`src/rtl/bfmd_pkg.sv`:
```
// ----------------------------------------------------------------------------
// Box filter downsampler package
// Shared constants, configuration codes and the effective configuration type.
// ----------------------------------------------------------------------------
package bfmd_pkg;

  localparam int PIXEL_W    = 32;
  localparam int CFG_IDX_W  = 2;
  localparam int CFG_DATA_W = 13;
  localparam int WIDTH_W    = 13;
  localparam int LOG2_W     = 3;

  localparam logic [CFG_IDX_W-1:0] REG_IMAGE_WIDTH  = 2'd0;
  localparam logic [CFG_IDX_W-1:0] REG_LOG2_DIVIDER = 2'd1;
  localparam logic [CFG_IDX_W-1:0] REG_PIXEL_FORMAT = 2'd2;
  localparam logic [CFG_IDX_W-1:0] REG_ALPHA_MODE   = 2'd3;

  localparam logic [WIDTH_W-1:0] RST_IMAGE_WIDTH  = 13'd256;
  localparam logic [LOG2_W-1:0]  RST_LOG2_DIVIDER = 3'd1;

  typedef enum logic [1:0] {
    FMT_RGBA8 = 2'd0,
    FMT_RG16U = 2'd1,
    FMT_RG16S = 2'd2,
    FMT_RG8S  = 2'd3
  } fmt_t;

  localparam logic [1:0] ALPHA_FORCE  = 2'd0;
  localparam logic [1:0] ALPHA_THRESH = 2'd1;
  localparam logic [1:0] ALPHA_PASS   = 2'd2;

  localparam logic [7:0] ALPHA_HALF   = 8'h80;
  localparam logic [7:0] ALPHA_OPAQUE = 8'hFF;

  typedef struct packed {
    logic [WIDTH_W-1:0] width;
    logic [LOG2_W-1:0]  log2;
    fmt_t               fmt;
    logic [1:0]         alpha;
  } cfg_t;

endpackage

```
`src/rtl/bfmd_if.sv`:
```


interface bfmd_cfg_if;
  logic                            valid;
  logic                            ready;
  logic [bfmd_pkg::CFG_IDX_W-1:0]  index;
  logic [bfmd_pkg::CFG_DATA_W-1:0] data;
  modport source (output valid, output index, output data, input ready);
  modport sink (input valid, input index, input data, output ready);
endinterface

```
`src/rtl/bfmd_cfg_regs.sv`:
```
// ----------------------------------------------------------------------------
// Box filter downsampler configuration registers
// Holds the four registers and derives the clamped effective configuration.
// ----------------------------------------------------------------------------
module bfmd_cfg_regs #(
  parameter int MAX_WIDTH        = 4096,
  parameter int MAX_LOG2_DIVIDER = 4
) (
  input  logic              clk,
  input  logic              rst_n,
  bfmd_cfg_if.sink          cfg_if,
  output bfmd_pkg::cfg_t    cfg,
  output logic              restart
);

  localparam logic [14:0] MAXW = 15'(MAX_WIDTH);
  localparam logic [3:0]  MAXL = 4'(MAX_LOG2_DIVIDER);

  logic [bfmd_pkg::WIDTH_W-1:0] image_width_r;
  logic [bfmd_pkg::LOG2_W-1:0]  log2_divider_r;
  bfmd_pkg::fmt_t               pixel_format_r;
  logic [1:0]                   alpha_mode_r;

  logic                         wr;
  logic [bfmd_pkg::LOG2_W-1:0]  l_eff;
  logic [14:0]                  w_lim;
  logic [bfmd_pkg::WIDTH_W-1:0] w_a;
  logic [bfmd_pkg::WIDTH_W-1:0] d_val;
  logic [bfmd_pkg::WIDTH_W-1:0] w_b;

  assign cfg_if.ready = 1'b1;
  assign wr           = cfg_if.valid;
  assign restart      = wr;

  always_ff @(posedge clk) begin
    if (!rst_n) begin
      image_width_r  <= bfmd_pkg::RST_IMAGE_WIDTH;
      log2_divider_r <= bfmd_pkg::RST_LOG2_DIVIDER;
      pixel_format_r <= bfmd_pkg::FMT_RGBA8;
      alpha_mode_r   <= bfmd_pkg::ALPHA_PASS;
    end else if (wr) begin
      case (cfg_if.index)
        bfmd_pkg::REG_IMAGE_WIDTH: begin
          image_width_r <= cfg_if.data[bfmd_pkg::WIDTH_W-1:0];
        end
        bfmd_pkg::REG_LOG2_DIVIDER: begin
          log2_divider_r <= cfg_if.data[bfmd_pkg::LOG2_W-1:0];
        end
        bfmd_pkg::REG_PIXEL_FORMAT: begin
          pixel_format_r <= bfmd_pkg::fmt_t'(cfg_if.data[1:0]);
        end
        bfmd_pkg::REG_ALPHA_MODE: begin
          alpha_mode_r <= cfg_if.data[1:0];
        end
        default: begin
        end
      endcase
    end
  end

  always_comb begin
    l_eff = log2_divider_r;
    if (l_eff == '0) begin
      l_eff = 3'd1;
    end
    if ({1'b0, l_eff} > MAXL) begin
      l_eff = MAXL[bfmd_pkg::LOG2_W-1:0];
    end
    w_lim = (15'(image_width_r) > MAXW) ? MAXW : 15'(image_width_r);
    w_a   = w_lim[bfmd_pkg::WIDTH_W-1:0];
    d_val = 13'(1) << l_eff;
    w_b   = (w_a < d_val) ? d_val : w_a;
    cfg.width = w_b & ~(d_val - 13'd1);
    cfg.log2  = l_eff;
    cfg.fmt   = pixel_format_r;
    cfg.alpha = alpha_mode_r;
  end

endmodule

```
`src/flat_wrapper.sv`:
```
// flat-port wrapper written by rule: the top's interface ports become plain ports
module bfmd_cfg_regs_flat 
#(
  parameter int MAX_WIDTH        = 4096,
  parameter int MAX_LOG2_DIVIDER = 4
)
  (clk, rst_n, cfg, restart, cfg_if_valid, cfg_if_index, cfg_if_data, cfg_if_ready);
  bfmd_cfg_if cfg_if_i ();
  input  logic clk;
  input  logic rst_n;
  output bfmd_pkg::cfg_t cfg;
  output logic restart;
  input wire logic [$bits(cfg_if_i.valid)-1:0] cfg_if_valid;
  input wire logic [$bits(cfg_if_i.index)-1:0] cfg_if_index;
  input wire logic [$bits(cfg_if_i.data)-1:0] cfg_if_data;
  output wire logic [$bits(cfg_if_i.ready)-1:0] cfg_if_ready;
  assign cfg_if_i.valid = cfg_if_valid;
  assign cfg_if_i.index = cfg_if_index;
  assign cfg_if_i.data = cfg_if_data;
  assign cfg_if_ready = cfg_if_i.ready;
  bfmd_cfg_regs #(.MAX_WIDTH(MAX_WIDTH), .MAX_LOG2_DIVIDER(MAX_LOG2_DIVIDER)) u_core (.clk(clk), .rst_n(rst_n), .cfg_if(cfg_if_i), .cfg(cfg), .restart(restart));
endmodule
```
`config.mk`:
```
export PLATFORM = sky130hd
export DESIGN_NAME = bfmd_cfg_regs_flat
export DESIGN_NICKNAME = d
export VERILOG_FILES = /design/src/rtl/bfmd_pkg.sv /design/src/rtl/bfmd_if.sv /design/src/rtl/bfmd_cfg_regs.sv /design/src/flat_wrapper.sv
export SDC_FILE = /design/constraint.sdc
export NUM_CORES = 1
export LEC_CHECK = 0
export ABC_AREA = 1
export BUFFER_PORTS_ARGS = -buffer_cell sky130_fd_sc_hd__buf_2
export CORE_UTILIZATION = 45
export CTS_BUF_LIST = sky130_fd_sc_hd__clkbuf_2
export CTS_CLUSTER_SIZE = 16
export DETAILED_ROUTE_END_ITERATION = 8
export PLACE_DENSITY_LB_ADDON = 0.2
export SYNTH_ARGS = -nofsm -noshare
export SYNTH_HDL_FRONTEND = slang
export SYNTH_SLANG_ARGS = --single-unit
```
`constraint.sdc`:
```
create_clock -name clk -period 1.6 [get_ports clk]
set_input_delay 0.08 -clock clk [delete_from_list [all_inputs] [get_ports clk]]
set_output_delay 0.08 -clock clk [all_outputs]
set_load 0.01 [all_outputs]
```
* Word-level counts from Yosys, hierarchy flattened
Index checks and enable logic that the tools add are counted.
** Word-level totals
- Bits in registers :: 20
- Output and inout bits :: 22
- Logic and storage cells :: 24
** Cells by class
- Add/subtract/negate cells :: 1
- Magnitude comparators :: 3
- Equality and inequality tests :: 3
- Shift-type cells :: 1
- Mux-type cells :: 4
- Bitwise logic cells :: 2
- Reductions and logical operators :: 6
** Operators by type and width (number)
- $mux 13 :: 2
- $and 13x13->13 :: 1
- $gt 13x13->1 const B :: 1
- $lt 13x13->1 :: 1
- $not 13->13 :: 1
- $shl 1x3->13 const A :: 1
- $sub 13x1->13 const B :: 1
- $reduce_and 2->1 :: 4
- $mux 3 :: 2
- $eq 2x2->1 const B :: 2
- $gt 3x3->1 const B :: 1
- $logic_not 3->1 :: 1
- $eq 2x1->1 const B :: 1
- $logic_not 2->1 :: 1

* Longest topological paths before layout
Gate-level depths: netlist of run 1.
- Word-level depth :: 8
- Mapped depth :: 17
- Depth with buffers taken out :: 17

* Least setup slack after synthesis of run 1
No wires, ideal clock.
- Path type :: register -> output
- From :: register u_core.image_width_r[6] (netlist bit)
- To :: output cfg[11] (netlist bit)
- Data arrival time :: 1806 ps
- Required time :: 1520 ps
- Slack :: -286 ps
- Cell stages (with the launch flop) :: 16
- Buffers on the path :: 0
- Cells stage by stage :: dfxtp_1 -> nor2_2 -> nand2_1 -> nor2_1 -> nand2_1 -> nand2_2 -> nand2_1 -> inv_1 -> ha_1 -> o21ai_0 -> nand2_1 -> nand2_1 -> nand2_1 -> nand2_1 -> nand3_2 -> o21ai_0
** RTL lines
- start: declaration :: line bfmd_cfg_regs.sv:19 : logic [bfmd_pkg::WIDTH_W-1:0] image_width_r;
- start signal: assignment :: line bfmd_cfg_regs.sv:37 : image_width_r <= bfmd_pkg::RST_IMAGE_WIDTH;
- start signal: assignment :: line bfmd_cfg_regs.sv:44 : image_width_r <= cfg_if.data[bfmd_pkg::WIDTH_W-1:0];
- end: declaration :: line flat_wrapper.sv:11 : output bfmd_pkg::cfg_t cfg;

==> reports/metrics.cfg, run 1 <==
[logic_synthesis]
mappedNetlistArea_sq_um = 1080
instance_count_of_the_mapped_netlist = 160
asyncSetResetFlopFracSynth_pct = 0
number_of_synthesis_warnings = 0
synth.most_common_cell = nor2_1
postSynthNetCount = 182
synth-edff-count = 0
netlist.area_leader.share_pct = 37.0
syn-mean-instance-area_sq_um = 6.76
netlist_top_cells_count = nor2_1 (28), inv_1 (24), nand2_1 (23), dfxtp_1 (20), o21ai_0 (19)
synth_seq_cells = 20
ys_dominant_reg_cell = dfxtp_1
synth_sequential_area_ratio_pct = 37.0
synth.largest_area_cell = dfxtp_1
yosys-top-cells-area = dfxtp_1 (37%), nor2_1 (9.7%), o21ai_0 (8.8%)
synth.distinct_cells = 23

[floorplan]
row_count = 17
pin_count = 40
floorplan.die.height_um = 51.0
start_util_pct = 48.4
die-area_sq_um = 2600
core_area_sq_um = 2230
die_w_um = 51.0

[critical_path]
critical_path.most_common_cell = nand2_2
crit_required_ps = 1520
crit_chain = nor2_4 -> nand2_2 -> nor2_2 -> nand2_1 -> nand2_2 -> nand2_2 -> inv_2 -> ha_4 -> o21ai_2 -> nand2_1 -> nand2_1 -> nand2_1 -> nand2_2 -> nand3_4 -> nand2_2 -> nand2_2 -> nor2_2 -> buf_2
path_max_fanout = 6
worst_path_max_delay_cell = dfxtp_2
criticalPathCategory = reg2out
worst_path_dominant_cell_family = simple AND/OR/NAND/NOR gates
critical_path.startpoint_type = flop
worst_ep_arrival_time_ps = 2390
setup.worst_path.end_class = output port
cp_slowest_stage_delay_ps = 380
worstPathBufferInverterCount = 2

[finish]
final-seq-area_sq_um = 405
drive_gt1_share_pct = 45.1
post-route-util_pct = 73.9
nets = 249
ant_diodes = 0
areaGrowthSynthToFinish_pct = 52.8
multiInputGateArea_sq_um = 612
post-route-cell-area_sq_um = 1650
fill_cells = 185

[timing]
finalClockSkew_ps = 0
fin_crit_sh_pct = 155
finalSetupViolations = 9
postLayoutSetupSlackWorst_ps = -873
slew_viol_final = 0
worst_pin_slew_ps = 542
timing.fmax_mhz = 404
slew-limit-headroom_pct = 63.8
finalCriticalPeriod_ps = 2470
report.final.hold_viol_count = 0
grt_setup_unrepaired = true

[cts]
tritoncts = built
cts.path.max_buffers = 2
clock_transition_at_the_registers_of_the_reported_paths_ps = 200
number_of_clock_sinks = 20
cts_root_buf = clkbuf_2
clock_latency_ps = 320
cts_made_buffers = 3
clock_tree.htree_level_count = 1

[run_status]
violations_in_the_final_reports = negative setup slack
status = finished with violations

[drt]
drc = 0
vias = 1244
wl_mm = 3.07
detail_route.wl_per_cell_um = 12.1
detail_route.vias_per_cell = 4.90
drt_iter0_drc = 24
firstDrtPassIters = 4
number_of_nets_still_failing_antenna_checks_after_routing = 0

[global_routing]
grt_overflow_total = 0
grt_max_degree = 21
number_of_antenna_violations_at_the_first_check_in_global_routing = 0
grt_pass1_vias = 1152
combined_global_route_utilization_of_all_metal_layers_pct = 23.6
global_route_wire_length_before_repair_mm = 4.59

[placed_design]
place.port_buffers = 37
gp_congestion = 0.776
hpwl_mm = 1.93
dpl_cell_area_sq_um = 1420
dp_worst_setup_slack_ps = -458

[pwr]
leakagePower_nw = 0.858
pwr_density_cell_nw_per_um2 = 765
power.ir.vdd_worst_uv = 848
power_w = 0.00126

[run]
cap_violations = 0

[worst_hold_path]
min_path_type = in2reg

final cells by class:
| type | count | share of cell area, % |
|---|---|---|
| clock buffers | 3 | 0.909 |
| clock inverters | 1 | 1.82 |
| inverters | 25 | 5.83 |
| multi-input cells | 106 | 37.0 |
| flip-flops and latches | 20 | 24.5 |
| well taps | 28 | 2.12 |
| repair buffers | 71 | 27.7 |
cell usage in the layout, fill, tap and decap left out, types with 5 or more instances in the layout:
master   instances
buf_2           36
buf_4           30
inv_1           23
nor2_1          22
nand2_1         17
o21ai_0         17
dfxtp_1         16
a21oi_1         12
nand2_2          8
nor2_2           5
worst reg2reg max path, stage by stage, from the launching register on:
cell	delay, ps
dfxtp_1	420
inv_1	110
buf_4	160
a21oi_1	110
where the power goes:
| part | switching (W) | total, W | internal [W] |
|---|---|---|---|
| clock network | 0.000162 | 0.000378 | 0.000216 |
| registers | 0.0000148 | 0.000541 | 0.000526 |
| logic | 0.000182 | 0.000345 | 0.000163 |
layer usage:
layer  wire (um)  part of all wire, %  global-route usage, %
met1        1230                   40                   25.0
met5           0                    0                      0
met2        1600                   52                   44.5
met4          80                  2.6                   12.5
met3         153                  5.0                   2.98
what timing repair did:
item,in CTS,in global routing
endpoints found under the setup margin,5,9
resized for setup,10,16
hold buffers,3,0
setup buffers,8,2
endpoints found under the hold margin,3,0
pin swaps,9,14
metrics by stage:
stage / hold slack, ps / instances / TNS [ps]
finish: 12.4 / 254 / -3690
global route: 14.8 / 254 / -4670
CTS: 15.4 / 252 / -2800
detailed placement: 309 / 238 / -1550
global placement: 305 / 238 / -1070
floorplan: 206 / 160 / -630
final timing paths:
path / from / end / slack (ps) / depth (start not counted)
worst max-delay path: u_core.image_width_r[6] / cfg[10] / -870 / 18
worst min-delay path: cfg_if_data[1] / u_core.alpha_mode_r[1] / 10 / 3
worst max register to register: u_core.log2_divider_r[2] / u_core.log2_divider_r[2] / 760 / 3
worst min register to register: u_core.alpha_mode_r[1] / u_core.alpha_mode_r[1] / 480 / 2
cell families (layout without fill, tap and decap cells):
logic type	Yosys count	count (layout)	synth area share [%]
AND/OR/NAND/NOR	65	65	27.5
AO/OA/AOI/OAI	35	35	17.0
buffers and inverters	34	100	13.1
flip-flops	20	20	37.0
adder cells (fa/ha/maj)	4	4	4.63
other	2	2	0.695
sequential cells by signal (all words and copies together), names as in the netlist:
name and count:
u_core.image_width_r 13, u_core.log2_divider_r 3, u_core.alpha_mode_r 2, u_core.pixel_format_r 2
No activity file was read; power rests on OpenSTA's default activity.
==> inputs of run 2 (changes only) <==
--- a/config.mk
+++ b/config.mk
@@ -11,7 +11,7 @@
 export CTS_BUF_LIST = sky130_fd_sc_hd__clkbuf_2
 export CTS_CLUSTER_SIZE = 16
 export DETAILED_ROUTE_END_ITERATION = 8
-export PLACE_DENSITY_LB_ADDON = 0.2
+export PLACE_DENSITY_LB_ADDON = 0.15
 export SYNTH_ARGS = -nofsm -noshare
 export SYNTH_HDL_FRONTEND = slang
 export SYNTH_SLANG_ARGS = --single-unit
==> run 2 against run 1 <==
Register-to-register slack better by 20 ps; critical path depth unchanged; the flow still finishes with violations (negative setup slack); clock-buffer cell count unchanged; routed wire length down 9.2%; clock skew unchanged.
==> reports/metrics.cfg, run 2 (synthesized netlist as in run 1, its figures left out) <==
[run_status]
status = finished with violations
violations_in_the_final_reports = negative setup slack

[pwr]
leakagePower_nw = 0.841  ; -2.0%
pwr_density_cell_nw_per_um2 = 659  ; -14%
power.ir.vdd_worst_uv = 474  ; -44%

[timing]
hold_slack_ps = 55.1  ; +42.7 ps
postLayoutSetupSlackWorst_ps = -766  ; +108 ps
finalSetupViolations = 9  ; unchanged
finalCriticalPeriod_ps = 2370  ; -108 ps
slew-limit-headroom_pct = 65.2  ; +1.4 points
fin_crit_sh_pct = 148  ; -6.7 points
timing.fmax_mhz = 423  ; +4.6%
report.final.hold_viol_count = 0  ; unchanged
worst_pin_slew_ps = 521  ; -21.1 ps
slew_viol_final = 0  ; unchanged
finalClockSkew_ps = 0  ; unchanged
grt_setup_unrepaired = true

[finish]
fill_cells = 191  ; +3.2%
drive_gt1_share_pct = 43.5  ; -1.6 points
areaGrowthSynthToFinish_pct = 50.5
nets = 247  ; -0.80%
leading_cell_type_in_the_layout_fill_and_taps_excluded = buf_2
max_flop_register = u_core.image_width_r
ant_diodes = 0  ; unchanged
flip_flop_count_of_the_largest_register_after_layout = 13  ; unchanged
post-route-cell-area_sq_um = 1630  ; -1.5%
mostFrequentLayoutCells = buf_2 (35), buf_4 (28), nor2_1 (24)
biggest_registers_after_layout = u_core.image_width_r: 13 flops, u_core.log2_divider_r: 3 flops

[drt]
drt_iter0_drc = 33  ; +38%
number_of_nets_still_failing_antenna_checks_after_routing = 0  ; unchanged
drc = 0  ; unchanged
vias = 1199  ; -3.6%
detail_route.vias_per_cell = 4.78  ; -2.5%
detail_route.wl_per_cell_um = 11.1  ; -8.1%
firstDrtPassIters = 4  ; unchanged
wl_mm = 2.78  ; -9.2%

[floorplan]
start_util_pct = 48.4  ; unchanged
row_count = 17  ; unchanged
pin_count = 40  ; unchanged
floorplan.die.height_um = 51.0  ; unchanged
core_area_sq_um = 2230  ; unchanged
die_w_um = 51.0  ; unchanged
die-area_sq_um = 2600  ; unchanged

[global_routing]
grt_max_degree = 21  ; unchanged
combined_global_route_utilization_of_all_metal_layers_pct = 21.8  ; -1.8 points
grt_pass1_vias = 1060  ; -8.0%
number_of_antenna_violations_at_the_first_check_in_global_routing = 0  ; unchanged
global_route_wire_length_before_repair_mm = 4.33  ; -5.7%
grt_overflow_total = 0  ; unchanged

[cts]
cts_root_buf = clkbuf_2
clock_transition_at_the_registers_of_the_reported_paths_ps = 170  ; -30 ps
clock_latency_ps = 290  ; -30 ps
cts.path.max_buffers = 2  ; unchanged
clock_tree.htree_level_count = 1  ; unchanged
cts_made_buffers = 3  ; unchanged
tritoncts = built
number_of_clock_sinks = 20  ; unchanged

[critical_path]
worst_ep_arrival_time_ps = 2290  ; -100 ps
critical_path.startpoint_type = flop
criticalPathCategory = reg2out
path_max_fanout = 6  ; unchanged
crit_required_ps = 1520  ; about the same
setup.worst_path.end_class = output port

[placed_design]
place.port_buffers = 37  ; unchanged
hpwl_mm = 1.94  ; +0.25%
gp_congestion = 0.790  ; +1.9%
dpl_cell_area_sq_um = 1420  ; unchanged
dp_worst_setup_slack_ps = -435  ; +22.8 ps

[worst_hold_path]
min_path_type = in2reg

[run]
cap_violations = 0  ; unchanged

[run 2: final cells by class]
cell class                      instances  area (sq um)  share of cell area, %
Timing Repair Buffer                   69           449                   27.6
Inverter                               25          96.3                   5.92
Multi-Input combinational cell        106           628                   38.6
Tap cell                               28          35.0                   2.15
Sequential cell                        20           403                   24.8
Clock buffer                            3          15.0                  0.923
[run 2: final timing paths]
check | start | to | slack [ps] | cells past startpoint
worst max-delay path | u_core.image_width_r[7] | cfg[10] | -770 | 18
worst min-delay path | cfg_if_data[9] | u_core.image_width_r[9] | 60 | 3
worst max register to register | u_core.image_width_r[12] | u_core.image_width_r[12] | 780 | 3
worst min register to register | u_core.alpha_mode_r[1] | u_core.alpha_mode_r[1] | 470 | 2
[run 2: per-stage QoR]
stage	setup TNS, ps	instances	util (%)	power, W
after global routing	-4510	251	72.8	0.00113
after global placement	-1080	238	63.6	0.000805
after floorplan	-630	160	-	0.000700
after detailed placement	-1460	238	63.6	0.000815
final	-3410	251	72.8	0.00107
after CTS	-2700	249	68.6	0.00104
[run 2: what timing repair did]
item                                    4_1_cts  5_1_grt
endpoints found under the setup margin        4        9
buffers inserted                              5        2
gates cloned                                  0        0
endpoints found under the hold margin         3        0
pin swaps                                     2       14
gates resized for setup                       8       18
hold buffers                                  3        0
[run 2: report_power, final]
group	total, W	switching [W]	internal [W]	leakage, nW
sequential	0.000538	0.0000130	0.000525	0.165
clock	0.000188	0.000137	0.0000512	0.0125
combinational	0.000346	0.000179	0.000167	0.663
total	0.00107	0.000329	0.000744	0.841
[run 2: metal layers]
metal / vias up / track usage, % / part of all wire [%]
met5: - / 0 / 0
met4: 0 / 7.41 / 0.29
met3: 2 / 1.79 / 4.0
met2: 34 / 40.6 / 52
met1: 538 / 25.7 / 43
li1: 625 / - / -
[run 2: worst max-delay path: stages, from the launching register on]
cell and delay [ps]:
dfxtp_2 380, nor2_4 120, nand2_1 60, nor2_1 80, nand2_1 70, nand2_2 120
inv_4 50, nor2_4 140, ha_4 210, o21ai_2 50, nand2_1 60, nand2_1 50
nand2_1 60, nand2_2 90, nand3_4 110, nand2_2 100, nand2_2 50, nor2_2 80
buf_2 120
