**src/rtl/bfmd_pkg.sv**
```systemverilog
// ----------------------------------------------------------------------------
// Box filter downsampler package
// Shared constants, configuration codes and the effective configuration type.
// ----------------------------------------------------------------------------
package bfmd_pkg;

  localparam int PIXEL_W    = 32;
  localparam int CFG_IDX_W  = 2;
  localparam int CFG_DATA_W = 13;
  localparam int WIDTH_W    = 13;
  localparam int LOG2_W     = 3;

  localparam logic [CFG_IDX_W-1:0] REG_IMAGE_WIDTH  = 2'd0;
  localparam logic [CFG_IDX_W-1:0] REG_LOG2_DIVIDER = 2'd1;
  localparam logic [CFG_IDX_W-1:0] REG_PIXEL_FORMAT = 2'd2;
  localparam logic [CFG_IDX_W-1:0] REG_ALPHA_MODE   = 2'd3;

  localparam logic [WIDTH_W-1:0] RST_IMAGE_WIDTH  = 13'd256;
  localparam logic [LOG2_W-1:0]  RST_LOG2_DIVIDER = 3'd1;

  typedef enum logic [1:0] {
    FMT_RGBA8 = 2'd0,
    FMT_RG16U = 2'd1,
    FMT_RG16S = 2'd2,
    FMT_RG8S  = 2'd3
  } fmt_t;

  localparam logic [1:0] ALPHA_FORCE  = 2'd0;
  localparam logic [1:0] ALPHA_THRESH = 2'd1;
  localparam logic [1:0] ALPHA_PASS   = 2'd2;

  localparam logic [7:0] ALPHA_HALF   = 8'h80;
  localparam logic [7:0] ALPHA_OPAQUE = 8'hFF;

  typedef struct packed {
    logic [WIDTH_W-1:0] width;
    logic [LOG2_W-1:0]  log2;
    fmt_t               fmt;
    logic [1:0]         alpha;
  } cfg_t;

endpackage

```
**src/rtl/bfmd_pack.sv**
```systemverilog
// ----------------------------------------------------------------------------
// Box filter downsampler result packing
// Divides the block sums and packs the destination pixel per format.
// ----------------------------------------------------------------------------
module bfmd_pack #(
  parameter int SUM_W = 22
) (
  input  logic [SUM_W-1:0]             r_sum,
  input  logic [SUM_W-1:0]             g_sum,
  input  logic [SUM_W-1:0]             b_sum,
  input  logic [SUM_W-1:0]             a_sum,
  input  bfmd_pkg::cfg_t               cfg,
  output logic [bfmd_pkg::PIXEL_W-1:0] dst_pixel,
  output logic                         format_error
);

  logic [3:0]              sh;
  logic [SUM_W-1:0]        r_sh;
  logic [SUM_W-1:0]        g_sh;
  logic [SUM_W-1:0]        b_sh;
  logic [SUM_W-1:0]        a_sh;
  logic [7:0]              a_out;
  logic signed [SUM_W-1:0] r_bias;
  logic signed [SUM_W-1:0] g_bias;
  logic signed [SUM_W-1:0] r_q;
  logic signed [SUM_W-1:0] g_q;

  always_comb begin
    sh   = {cfg.log2, 1'b0};
    r_sh = r_sum >> sh;
    g_sh = g_sum >> sh;
    b_sh = b_sum >> sh;
    a_sh = a_sum >> sh;

    case (cfg.alpha)
      bfmd_pkg::ALPHA_FORCE:  a_out = bfmd_pkg::ALPHA_OPAQUE;
      bfmd_pkg::ALPHA_THRESH: a_out = (a_sh[7:0] >= bfmd_pkg::ALPHA_HALF) ?
                                      bfmd_pkg::ALPHA_OPAQUE : 8'h00;
      default:                a_out = a_sh[7:0];
    endcase

    r_bias = signed'(r_sum) + (r_sum[SUM_W-1] ? SUM_W'(3) : '0);
    g_bias = signed'(g_sum) + (g_sum[SUM_W-1] ? SUM_W'(3) : '0);
    r_q    = r_bias >>> 2;
    g_q    = g_bias >>> 2;

    format_error = (cfg.fmt != bfmd_pkg::FMT_RGBA8) && (cfg.log2 > 3'd1);

    case (cfg.fmt)
      bfmd_pkg::FMT_RGBA8: dst_pixel = {a_out, b_sh[7:0], g_sh[7:0], r_sh[7:0]};
      bfmd_pkg::FMT_RG16U: dst_pixel = {g_sum[17:2], r_sum[17:2]};
      bfmd_pkg::FMT_RG16S: dst_pixel = {g_q[15:0], r_q[15:0]};
      bfmd_pkg::FMT_RG8S:  dst_pixel = {16'h0000, g_q[7:0], r_q[7:0]};
      default:             dst_pixel = '0;
    endcase

    if (format_error) begin
      dst_pixel = '0;
    end
  end

endmodule

```
**config.mk**
```make
export PLATFORM = sky130hd
export DESIGN_NAME = bfmd_pack
export DESIGN_NICKNAME = d
export VERILOG_FILES = /design/src/rtl/bfmd_pkg.sv /design/src/rtl/bfmd_pack.sv
export SDC_FILE = /design/constraint.sdc
export NUM_CORES = 1
export LEC_CHECK = 0
export BUFFER_PORTS_ARGS = -buffer_cell sky130_fd_sc_hd__buf_2
export CORE_ASPECT_RATIO = 1.4
export CORE_UTILIZATION = 40
export DETAILED_ROUTE_END_ITERATION = 12
export PLACE_DENSITY = 0.81
export SYNTH_ARGS = -nofsm -noshare
export SYNTH_HDL_FRONTEND = slang
export SYNTH_SLANG_ARGS = --single-unit
```
**constraint.sdc**
```tcl
create_clock -name vclk -period 2.5
set_input_delay 0.375 -clock vclk [all_inputs]
set_output_delay 0.375 -clock vclk [all_outputs]
set_load 0.01 [all_outputs]
```
Word level (Yosys, flattened, before mapping). Cells that the tools add are included.

Add/sub/neg operators: 2. $lt $le $gt $ge: 2. Eq/ne operators: 4. Shifts and indexed selects: 4. Muxes and demuxes: 6. Reductions and logical operators: 4.

Operator list (number): $pmux 32 s4 (1); $shr 22x4->8 (4); $add 18x2->18 (2); $mux 32 (1); $pmux 8 s2 (1); $ge 8x8->1 const B (1); $mux 8 (1); $eq 2x1->1 const B (2); $eq 2x2->1 const B (2); $logic_not 2->1 (2); $mux 2 (2); $gt 3x1->1 const B (1); $reduce_bool 2->1 (1); $logic_and 1x1->1 (1).

Register bits: 0. Word-level logic and storage cells: 22.

Depth between registers and ports, before layout. Gate-level depths: netlist of run 1.

Depth after elaboration: 6. Depth in mapped cells: 8.

Worst setup path after synthesis of run 1. OpenSTA, ideal clock, no wires.

Path kind: input-to-output. From: input port r_sum[1]. To: output port dst_pixel[4] (netlist bit). Arrival time: 1.965 ns. Required time: 2.125 ns. Path slack: 0.160 ns. Cell stages on the path: 5. Path buffers: 0. Path through: ha_1 -> a31oi_1 -> nor3_1 -> and3_1 -> nor4_1.

Longest elaborated chain between the ends: 3.

Ends and longest elaborated chain: start, declared (RTL line bfmd_pack.sv:8) `input logic [SUM_W-1:0] r_sum,`; $add 18x2->18 (RTL line bfmd_pack.sv:42) `r_bias = signed'(r_sum) + (r_sum[SUM_W-1] ? SUM_W'(3) : '0);`; $pmux 32 s4 (RTL line bfmd_pack.sv:49) `case (cfg.fmt)`; $mux 32 (RTL line bfmd_pack.sv:57) `if (format_error) begin`; end, declared (RTL line bfmd_pack.sv:13) `output logic [bfmd_pkg::PIXEL_W-1:0] dst_pixel,`.

Every way passes these cells.

Worst setup path after layout of run 1.
From: input port r_sum[21]. To: output port dst_pixel[12] (netlist bit).

Longest elaborated chain between the ends: 4.

Ends and longest elaborated chain (RTL line): $mux 2 (bfmd_pack.sv:42); $add 18x2->18 (bfmd_pack.sv:42); $pmux 32 s4 (bfmd_pack.sv:49); $mux 32 (bfmd_pack.sv:57).

Every way passes these cells.

==> results of run 1 <==
## synth_stat cells (2+ instances only)
cell | number | share of area
or2_2 | 3 | 0.0056
a221oi_1 | 10 | 0.026
inv_1 | 7 | 0.0079
xnor2_1 | 10 | 0.026
buf_4 | 7 | 0.016
nand2_1 | 54 | 0.061
a21o_1 | 9 | 0.020
nor2_1 | 35 | 0.039
a311oi_1 | 3 | 0.0079
o22ai_1 | 4 | 0.0075
nor3b_1 | 2 | 0.0045
a211oi_1 | 13 | 0.029
mux2_2 | 11 | 0.037
and2_1 | 5 | 0.0093
a31o_2 | 3 | 0.0079
and3_1 | 6 | 0.011
ha_1 | 2 | 0.0075
nor4_1 | 3 | 0.0056
nor3_2 | 2 | 0.0060
clkbuf_1 | 19 | 0.021
nand3_1 | 9 | 0.013
a31oi_1 | 15 | 0.028
o311a_1 | 2 | 0.0060
o221a_2 | 2 | 0.0067
nand2b_1 | 4 | 0.0075
nor3_1 | 8 | 0.012
o211ai_1 | 3 | 0.0067
o31ai_1 | 2 | 0.0045
a21oi_1 | 22 | 0.033
buf_6 | 5 | 0.017
mux4_2 | 33 | 0.22
nand4_1 | 8 | 0.015
or3_1 | 8 | 0.015
buf_2 | 10 | 0.015
xor2_1 | 8 | 0.021
nor2b_1 | 2 | 0.0037
mux2i_1 | 45 | 0.13
o21ai_0 | 18 | 0.027
## where the power goes
part | leakage [nW] | switching (mW) | internal (mW)
logic | 1.97 | 0.430 | 0.382
clock network | 0 | 0 | 0
registers | 0 | 0 | 0
total | 1.97 | 0.430 | 0.382
## kinds of logic after synthesis
group                    count (synthesis)  synth area share
AO/OA/AOI/OAI                          116             0.239
adder cells (fa/ha/maj)                  2           0.00748
multiplexers                            89             0.394
XOR/XNOR                                18            0.0471
AND/OR/NAND/NOR                        154             0.231
buffers and inverters                   52            0.0815
## layout make-up
cell class                 instances  share of cell area
multi-input combinational        379               0.723
timing repair buffer             174               0.241
tap                              102              0.0291
inverter                           9             0.00771
## per-stage QoR
step                       util  std cells  setup slack (ns)
after global placement    0.524        661           -0.0593
final                     0.537        664            0.0514
after detailed placement  0.524        661           -0.0973
after CTS                 0.524        661            0.0189
after global routing      0.537        664           -0.0208
after floorplan               -        431             0.160
## final timing paths
| kind | to | slack (ns) |
|---|---|---|
| setup / recovery | dst_pixel[12] | 0.05 |
| hold / removal | dst_pixel[31] | 1.12 |
## timing repair
item	in CTS	in global routing
endpoints found under the setup margin	5	8
hold buffers	0	0
resized for setup	1	11
pin swaps	2	4
buffers inserted	0	3
endpoints found under the hold margin	0	0
## layer usage
layer,vias to the layer above,wire length [um]
li1,1947,-
met1,2013,4390
met2,278,6270
met3,51,1180
met4,0,567
met5,-,0
## critical path: cells and delay by family
family,cells,cell delay (ns)
buf+inv,3,0.49
simple gates,2,0.40
compound gates,2,0.39
fa+ha+maj,1,0.28
xor+xnor,1,0.15
==> metrics.md, run 1 <==
| Metric | Value |
|---|---|
| Sequential cells | `0` |
| First-pass GRT wire length | `18.8 mm` |
| Starting density of the core | `0.411` |
| Core Region | `0.00815 mm^2` |
| FF+latch area | `0 um^2` |
| Register area share after synthesis | `0` |
| Synth unique cells | `57` |
| Antenna Cells | `0` |
| Largest stage delay, worst path | `0.31 ns` |
| Input/output buffers | `128` |
| Setup TNS | `0 ns` |
| Final hold vios | `0` |
| MaxCap Viol Count | `0` |
| Post-synthesis average cell area | `7.77 um^2` |
| Worst Hold Path Cells | `3` |
| Drt drc | `0` |
| Post-Synthesis Cells | `431` |
| Fillers | `776` |
| Final period utilization | `0.979` |
| Met2 GRT Util | `0.470` |
| WHS | `1.12 ns` |
| Largest net degree at the start of global routing | `29` |
| Max_slew headroom | `0.700` |
| Req. time, crit path | `2.12 ns` |
| DP HPWL | `9.88 mm` |
| Placer congestion estimate | `0.944` |
| Crit. End Element | `primary output` |
| GRT met1 Usage | `0.330` |
| Clock buffer count | `0` |
| Via count | `4289` |
| Critical Path, Cell by Cell | `buf_2 > ha_4 > a31oi_4 > nor4_4 > buf_4 > nand3_1 > xor2_1 > a211oi_1 > buf_2` |
| Setup CP Type | `input pin to primary output` |
| Max VDD drop | `0.0942 mV` |
| Cell Area, Synth | `0.00335 mm^2` |
| Leak | `1.97 nW` |
| Drt pass-1 iters | `6` |
| Area grow syn2layout | `30.8%` |
| GRT Util Overall | `0.269` |
| FMAX | `408 MHz` |
| Data arrival, critical path | `2.07 ns` |
| Vias in the first global route | `3888` |
| Initial antenna violation count | `0` |
| Hold Path Class | `input pin to primary output` |
| Pins Over Slew Limit | `0` |
| Iter 0 DRT Violations | `504` |
| Status | `complete, no violations` |
| Minimum clock period | `2.45 ns` |
| PD cells | `185 mW/mm^2` |
| CP startpoint kind | `input pin` |
| Num ports | `141` |
| Top Usage Layer GRT | `met2` |
| Max Fanout on Critical Path | `4` |
| Average wire per cell in the routed design | `18.7 um` |
| Cell row count | `39` |
| Most frequent cells in the layout | `126 x buf_2, 54 x nand2_1, 44 x mux2i_1, 42 x buf_4, 34 x nor2_1` |
| Most common cell after layout, fill and taps aside | `buf_2` |
| Routed wire length | `12.4 mm` |
| Crit path from | `r_sum[21]` |
| Final Setup Violations | `0` |
| CP dominant cell by count | `buf_2` |
| Fin area | `0.00438 mm^2` |
| Share of cells above drive strength 1 | `0.431` |
| Multi-input logic area | `0.00316 mm^2` |
| Nets | `674` |
| Chip width | `79.3 um` |
| Hold Startpoint | `g_sum[17]` |
| GR Overflow Total | `0` |
| Worst-Margin Slew | `0.447 ns` |
| Global Route met3 Usage | `0.0321` |
| Mapped Nets | `541` |
| Pwr Total | `0.812 mW` |
| Cell Area, Placed | `0.00427 mm^2` |
| Synth Warn # | `0` |
| Antenna-violating nets left | `0` |
| Die Y | `110 um` |
| CP max stage cell | `nor4_4` |
| Die area | `0.00874 mm^2` |
| Vias per inst | `6.46` |
Power figures use the tool's default switching activity.
==> run 2: changes to the inputs <==
Settings changed: MAX_ROUTING_LAYER set to met4.
==> run 2 against run 1 <==
  * Die area stayed put
  * Sequential cell count did not move
  * Global-route usage grew 1.1 points
  * Non-clock buffer count unchanged
  * Utilization up 0.23 points
  * Power down 0.37%
  * Critical endpoint unchanged
  * Highest routed layer unchanged
==> metrics.md, run 2 (synthesis gave the netlist of run 1 again) <==
| Metric | Value |
|---|---|
| Status | `complete, no violations` |
| Psw | `0.429 mW (-0.19%)` |
| Unrepaired setup endpoints after global routing | `yes` |
| Clk pwr share | `0 (unchanged)` |
| GRT Util Overall | `0.279 (+0.0108)` |
| Average wire per cell in the routed design | `18.8 um (+0.39%)` |
| Max_slew headroom | `0.696 (-0.00448)` |
| Sequential cells | `0 (unchanged)` |
| PD cells | `184 mW/mm^2 (-0.80%)` |
| Drt pass-1 iters | `6 (unchanged)` |
| Leak | `1.98 nW (+0.38%)` |
| Logic pwr share | `1.000 (about the same)` |
| Cell row count | `39 (unchanged)` |
| Post-Place Worst Slack | `-0.0700 ns (+0.0273 ns)` |
| Clock buffer count | `0 (unchanged)` |
| FF+latch area | `0 um^2 (unchanged)` |
| FMAX | `412 MHz (+0.83%)` |
| Chip width | `79.3 um (unchanged)` |
| Req. time, crit path | `2.12 ns (about the same)` |
| Antenna Cells | `0 (unchanged)` |
| Drt drc | `0 (unchanged)` |
| Crit path from | `r_sum[1]` |
| Worst-Margin Slew | `0.454 ns (+0.00669 ns)` |
| Fin area | `0.00440 mm^2 (+0.43%)` |
| Initial antenna violation count | `0 (unchanged)` |
| Iter 0 DRT Violations | `427 (-15%)` |
| Antenna-violating nets left | `0 (unchanged)` |
| Area grow syn2layout | `31.4%` |
| Final Setup Violations | `0 (unchanged)` |
| Most common cell after layout, fill and taps aside | `buf_2` |
| Routed wire length | `12.5 mm (+0.39%)` |
| Crit. End Element | `primary output` |
| DP HPWL | `10.0 mm (+1.5%)` |
| Max Fanout on Critical Path | `6 (+2)` |
| MaxCap Viol Count | `0 (unchanged)` |
| Share of cells above drive strength 1 | `0.441 (+0.0107)` |
| CTS Hold Buffers Added | `0 (unchanged)` |
| Placer congestion estimate | `0.952 (+0.78%)` |
| Core Region | `0.00815 mm^2 (unchanged)` |
| Final hold vios | `0 (unchanged)` |
| First-pass GRT wire length | `18.9 mm (+0.40%)` |
| Vias per inst | `6.41 (-0.77%)` |
| CP startpoint kind | `input pin` |
| Setup CP Type | `input pin to primary output` |
| Setup TNS | `0 ns (unchanged)` |
| Via count | `4256 (-0.77%)` |
| Most frequent cells in the layout | `124 x buf_2, 53 x nand2_1, 45 x mux2i_1, 44 x buf_4` |
| Worst setup endpoint | `dst_pixel[12]` |
| Cell Area, Placed | `0.00423 mm^2 (-0.88%)` |
| Die area | `0.00874 mm^2 (unchanged)` |
| Data arrival, critical path | `2.05 ns (-0.02 ns)` |
| Nets | `674 (unchanged)` |
| Sequential Power Share | `0 (unchanged)` |
| Starting density of the core | `0.411 (unchanged)` |
| Hold Path Class | `input pin to primary output` |
| Sw frac | `0.531 (+0.000963)` |
| Final period utilization | `0.971 (-0.00803)` |
| Vias in the first global route | `3814 (-1.9%)` |
| Worst Hold Path Cells | `3 (unchanged)` |
| Multi-input logic area | `0.00319 mm^2 (+0.83%)` |
| Utilization after layout | `0.540 (+0.00230)` |
| Max VDD drop | `0.101 mV (+6.7%)` |
| Setup ws final | `0.0715 ns (+0.0201 ns)` |
| Largest net degree at the start of global routing | `29 (unchanged)` |
| Pwr Total | `0.809 mW (-0.37%)` |
| Minimum clock period | `2.43 ns (-0.0201 ns)` |
| Die Y | `110 um (unchanged)` |
| Fillers | `782 (+0.77%)` |
| Internal power | `0.380 mW (-0.58%)` |
| Input/output buffers | `128 (unchanged)` |
| GR Overflow Total | `0 (unchanged)` |
| Pins Over Slew Limit | `0 (unchanged)` |
| Num ports | `141 (unchanged)` |
run 2: worst min-delay path by stage:
stage | end | startpoint
6_report | dst_pixel[31] | g_sum[17]
5_1_grt | dst_pixel[31] | g_sum[17]
4_1_cts | dst_pixel[31] | g_sum[17]
3_5_place_dp | dst_pixel[31] | g_sum[17]
3_3_place_gp | dst_pixel[31] | g_sum[17]
2_1_floorplan | dst_pixel[3] | r_sum[5]
run 2: layout make-up:
class	instances	share of cell area
inverters	9	0.00768
multi-input cells	379	0.725
well taps	102	0.0290
repair buffers	174	0.238
run 2: per-stage QoR:
step	cells	hold slack, ns
CTS	661	1.12
global route	664	1.13
global placement	661	1.12
detailed placement	661	1.11
floorplan	431	0.846
finish	664	1.12
run 2: layer usage:
metal / vias to the layer above / GRT usage / share of wire
met5: - / - / 0
met4: 0 / 0.0948 / 0.040
met3: 41 / 0.0107 / 0.076
met2: 232 / 0.485 / 0.51
met1: 2032 / 0.348 / 0.37
li1: 1951 / - / -
run 2: critical path, stage by stage:
cell and delay (ns):
buf_6 0.10, ha_4 0.25, a31oi_1 0.07, buf_4 0.17
nor4_4 0.28, buf_4 0.18, nand3_1 0.09, xor2_1 0.16
a211oi_2 0.22, buf_2 0.16
run 2: timing repair:
| action | 4_1_cts | 5_1_grt |
|---|---|---|
| setup endpoints to repair | 4 | 12 |
| pin swaps | 1 | 8 |
| gates cloned | 0 | 1 |
| setup buffers | 0 | 2 |
| gates resized for setup | 2 | 20 |
run 2: power by group through the flow:
stage	Sequential (mW)	Combinational (mW)	Clock (mW)
floorplan	0	0.478	0
global placement	0	0.754	0
detailed placement	0	0.768	0
CTS	0	0.772	0
global route	0	0.869	0
finish	0	0.809	0
==> run 3: changes to the inputs <==
Settings changed: PLACE_DENSITY 0.81 to not set, PLACE_DENSITY_LB_ADDON set to 0.25.
==> run 3 against run 2 <==
  * Non-clock buffer count down 1
  * Final area down 0.28%
  * Sequential cell count unchanged
  * Critical endpoint is now dst_pixel[11]
  * Largest cell class unchanged
  * Largest power group unchanged
==> metrics.md, run 3 (synthesis gave the netlist of run 1 again) <==
| Metric | Value |
|---|---|
| Top cell family by delay on the critical path | `simple AND/OR/NAND/NOR gates` |
| Routed wire length | `12.5 mm (+0.69%)` |
| Req. time, crit path | `2.12 ns (about the same)` |
| Antenna Cells | `0 (unchanged)` |
| Setup CP Type | `input pin to primary output` |
| Hold Startpoint | `g_sum[17]` |
| GR Overflow Total | `0 (unchanged)` |
| Data arrival, critical path | `2.06 ns (about the same)` |
| Nets | `673 (-0.15%)` |
| Starting density of the core | `0.411 (unchanged)` |
| Cell Area, Placed | `0.00428 mm^2 (+1.2%)` |
| Die area | `0.00874 mm^2 (unchanged)` |
| Core Region | `0.00815 mm^2 (unchanged)` |
| Chip width | `79.3 um (unchanged)` |
| Initial antenna violation count | `0 (unchanged)` |
| Internal power | `0.385 mW (+1.5%)` |
| Most frequent cells in the layout | `124 x buf_2, 54 x nand2_1, 45 x mux2i_1, 38 x buf_4` |
| Logic pwr share | `1.000 (about the same)` |
| Minimum clock period | `2.43 ns (+0.00592 ns)` |
| FMAX | `411 MHz (-0.24%)` |
| Status | `complete, no violations` |
| CP startpoint kind | `input pin` |
| GRT Util Overall | `0.290 (+0.0102)` |
| Num ports | `141 (unchanged)` |
| Critical Path, Cell by Cell | `buf_6 > ha_4 > a31oi_4 > nor4_4 > nand2_1 > xor2_1 > a221oi_1 > buf_2` |
| Pins Over Slew Limit | `0 (unchanged)` |
| Psw | `0.425 mW (-1.1%)` |
| Cell row count | `39 (unchanged)` |
| Final hold vios | `0 (unchanged)` |
| DP HPWL | `10.1 mm (+0.80%)` |
| First-pass GRT wire length | `19.2 mm (+1.9%)` |
| PD cells | `185 mW/mm^2 (+0.42%)` |
| Antenna-violating nets left | `0 (unchanged)` |
| Clock buffer count | `0 (unchanged)` |
| Max_slew headroom | `0.734 (+0.0378)` |
| Vias per inst | `6.17 (-3.7%)` |
| Utilization after layout | `0.538 (-0.00154)` |
| Unrepaired setup endpoints after global routing | `yes` |
| Via count | `4094 (-3.8%)` |
| Area grow syn2layout | `31.0%` |
| Input/output buffers | `128 (unchanged)` |
| Max VDD drop | `0.0880 mV (-12%)` |
| Iter 0 DRT Violations | `342 (-20%)` |
| Hold Path Class | `input pin to primary output` |
| MaxCap Viol Count | `0 (unchanged)` |
| Crit path buf inv count | `2 (-2)` |
| Drt drc | `0 (unchanged)` |
| Most common cell after layout, fill and taps aside | `buf_2` |
| Max Fanout on Critical Path | `5 (-1)` |
| Fin area | `0.00439 mm^2 (-0.28%)` |
| Sw frac | `0.524 (-0.00632)` |
| Final Setup Violations | `0 (unchanged)` |
| Sink of the worst hold path | `dst_pixel[31]` |
| Share of cells above drive strength 1 | `0.430 (-0.0117)` |
| Crit. End Element | `primary output` |
| Worst-Margin Slew | `0.398 ns (-0.0560 ns)` |
| CTS Hold Buffers Added | `0 (unchanged)` |
| Sequential cells | `0 (unchanged)` |
| Placer congestion estimate | `0.985 (+3.5%)` |
| Average wire per cell in the routed design | `18.9 um (+0.84%)` |
| CP max stage cell | `nor4_4` |
| Sequential Power Share | `0 (unchanged)` |
| Placed Cells incl. Taps | `661 (unchanged)` |
| Number of cells in the finished layout apart from fillers | `663 (-0.15%)` |
| Final period utilization | `0.974 (+0.00237)` |
| Leak | `1.96 nW (-0.80%)` |
| Largest net degree at the start of global routing | `36 (+24%)` |
| Vias in the first global route | `3712 (-2.7%)` |
| FF+latch area | `0 um^2 (unchanged)` |
| Drt pass-1 iters | `5 (-1)` |
| Worst Hold Path Cells | `3 (unchanged)` |
| Die Y | `110 um (unchanged)` |
| Largest stage delay, worst path | `0.38 ns (+0.10 ns)` |
| Clk pwr share | `0 (unchanged)` |
-- run 3: changes by cell type in the layout (fill, tap and decap cells not counted), moves of 2 or more --
cell / change
nor3_4: -2
buf_12: +4
buf_4: -6
nor3_2: +2
-- run 3: power by group through the flow --
stage | sequential (mW) | clock, mW | combinational [mW]
3_3_place_gp | 0 | 0 | 0.770
6_report | 0 | 0 | 0.810
3_5_place_dp | 0 | 0 | 0.781
5_1_grt | 0 | 0 | 0.873
4_1_cts | 0 | 0 | 0.787
2_1_floorplan | 0 | 0 | 0.478
-- run 3: per-stage QoR --
step / worst slack [ns] / setup TNS (ns) / power [mW] / hold WS [ns]
2_1_floorplan: 0.160 / 0 / 0.478 / 0.846
3_3_place_gp: -0.0815 / -0.273 / 0.770 / 1.13
3_5_place_dp: -0.116 / -0.543 / 0.781 / 1.12
4_1_cts: 0.00517 / 0 / 0.787 / 1.13
5_1_grt: -0.0167 / -0.0261 / 0.873 / 1.14
6_report: 0.0656 / 0 / 0.810 / 1.13
-- run 3: layout make-up --
cell class | instances | area, um^2
well taps | 102 | 128
repair buffers | 173 | 1090
fillers | 797 | 3760
inverters | 9 | 33.8
multi-input cells | 379 | 3130
-- run 3: per-layer routing --
layer,part of all wire,vias to the layer above,track usage
met5,0,-,-
met1,0.39,1915,0.357
met4,0.039,0,0.103
li1,-,1948,-
met3,0.066,35,0.0255
met2,0.51,196,0.494
-- run 3: how the worst max path moves through the flow --
| stage | from | slack [ns] | cells after the start | end |
|---|---|---|---|---|
| floorplan | r_sum[1] | 0.16 | 5 | dst_pixel[4] |
| global placement | r_sum[1] | -0.08 | 7 | dst_pixel[4] |
| detailed placement | r_sum[1] | -0.12 | 7 | dst_pixel[4] |
| CTS | r_sum[1] | 0.005 | 8 | dst_pixel[6] |
| global route | g_sum[1] | -0.02 | 9 | dst_pixel[15] |
| finish | r_sum[1] | 0.07 | 8 | dst_pixel[11] |
-- run 3: repair_timing --
action                                  CTS  global route
pin swaps                                 2             7
setup buffers                             0             1
endpoints found under the setup margin    9            11
gates cloned                              0             1
gates resized for setup                   2            13
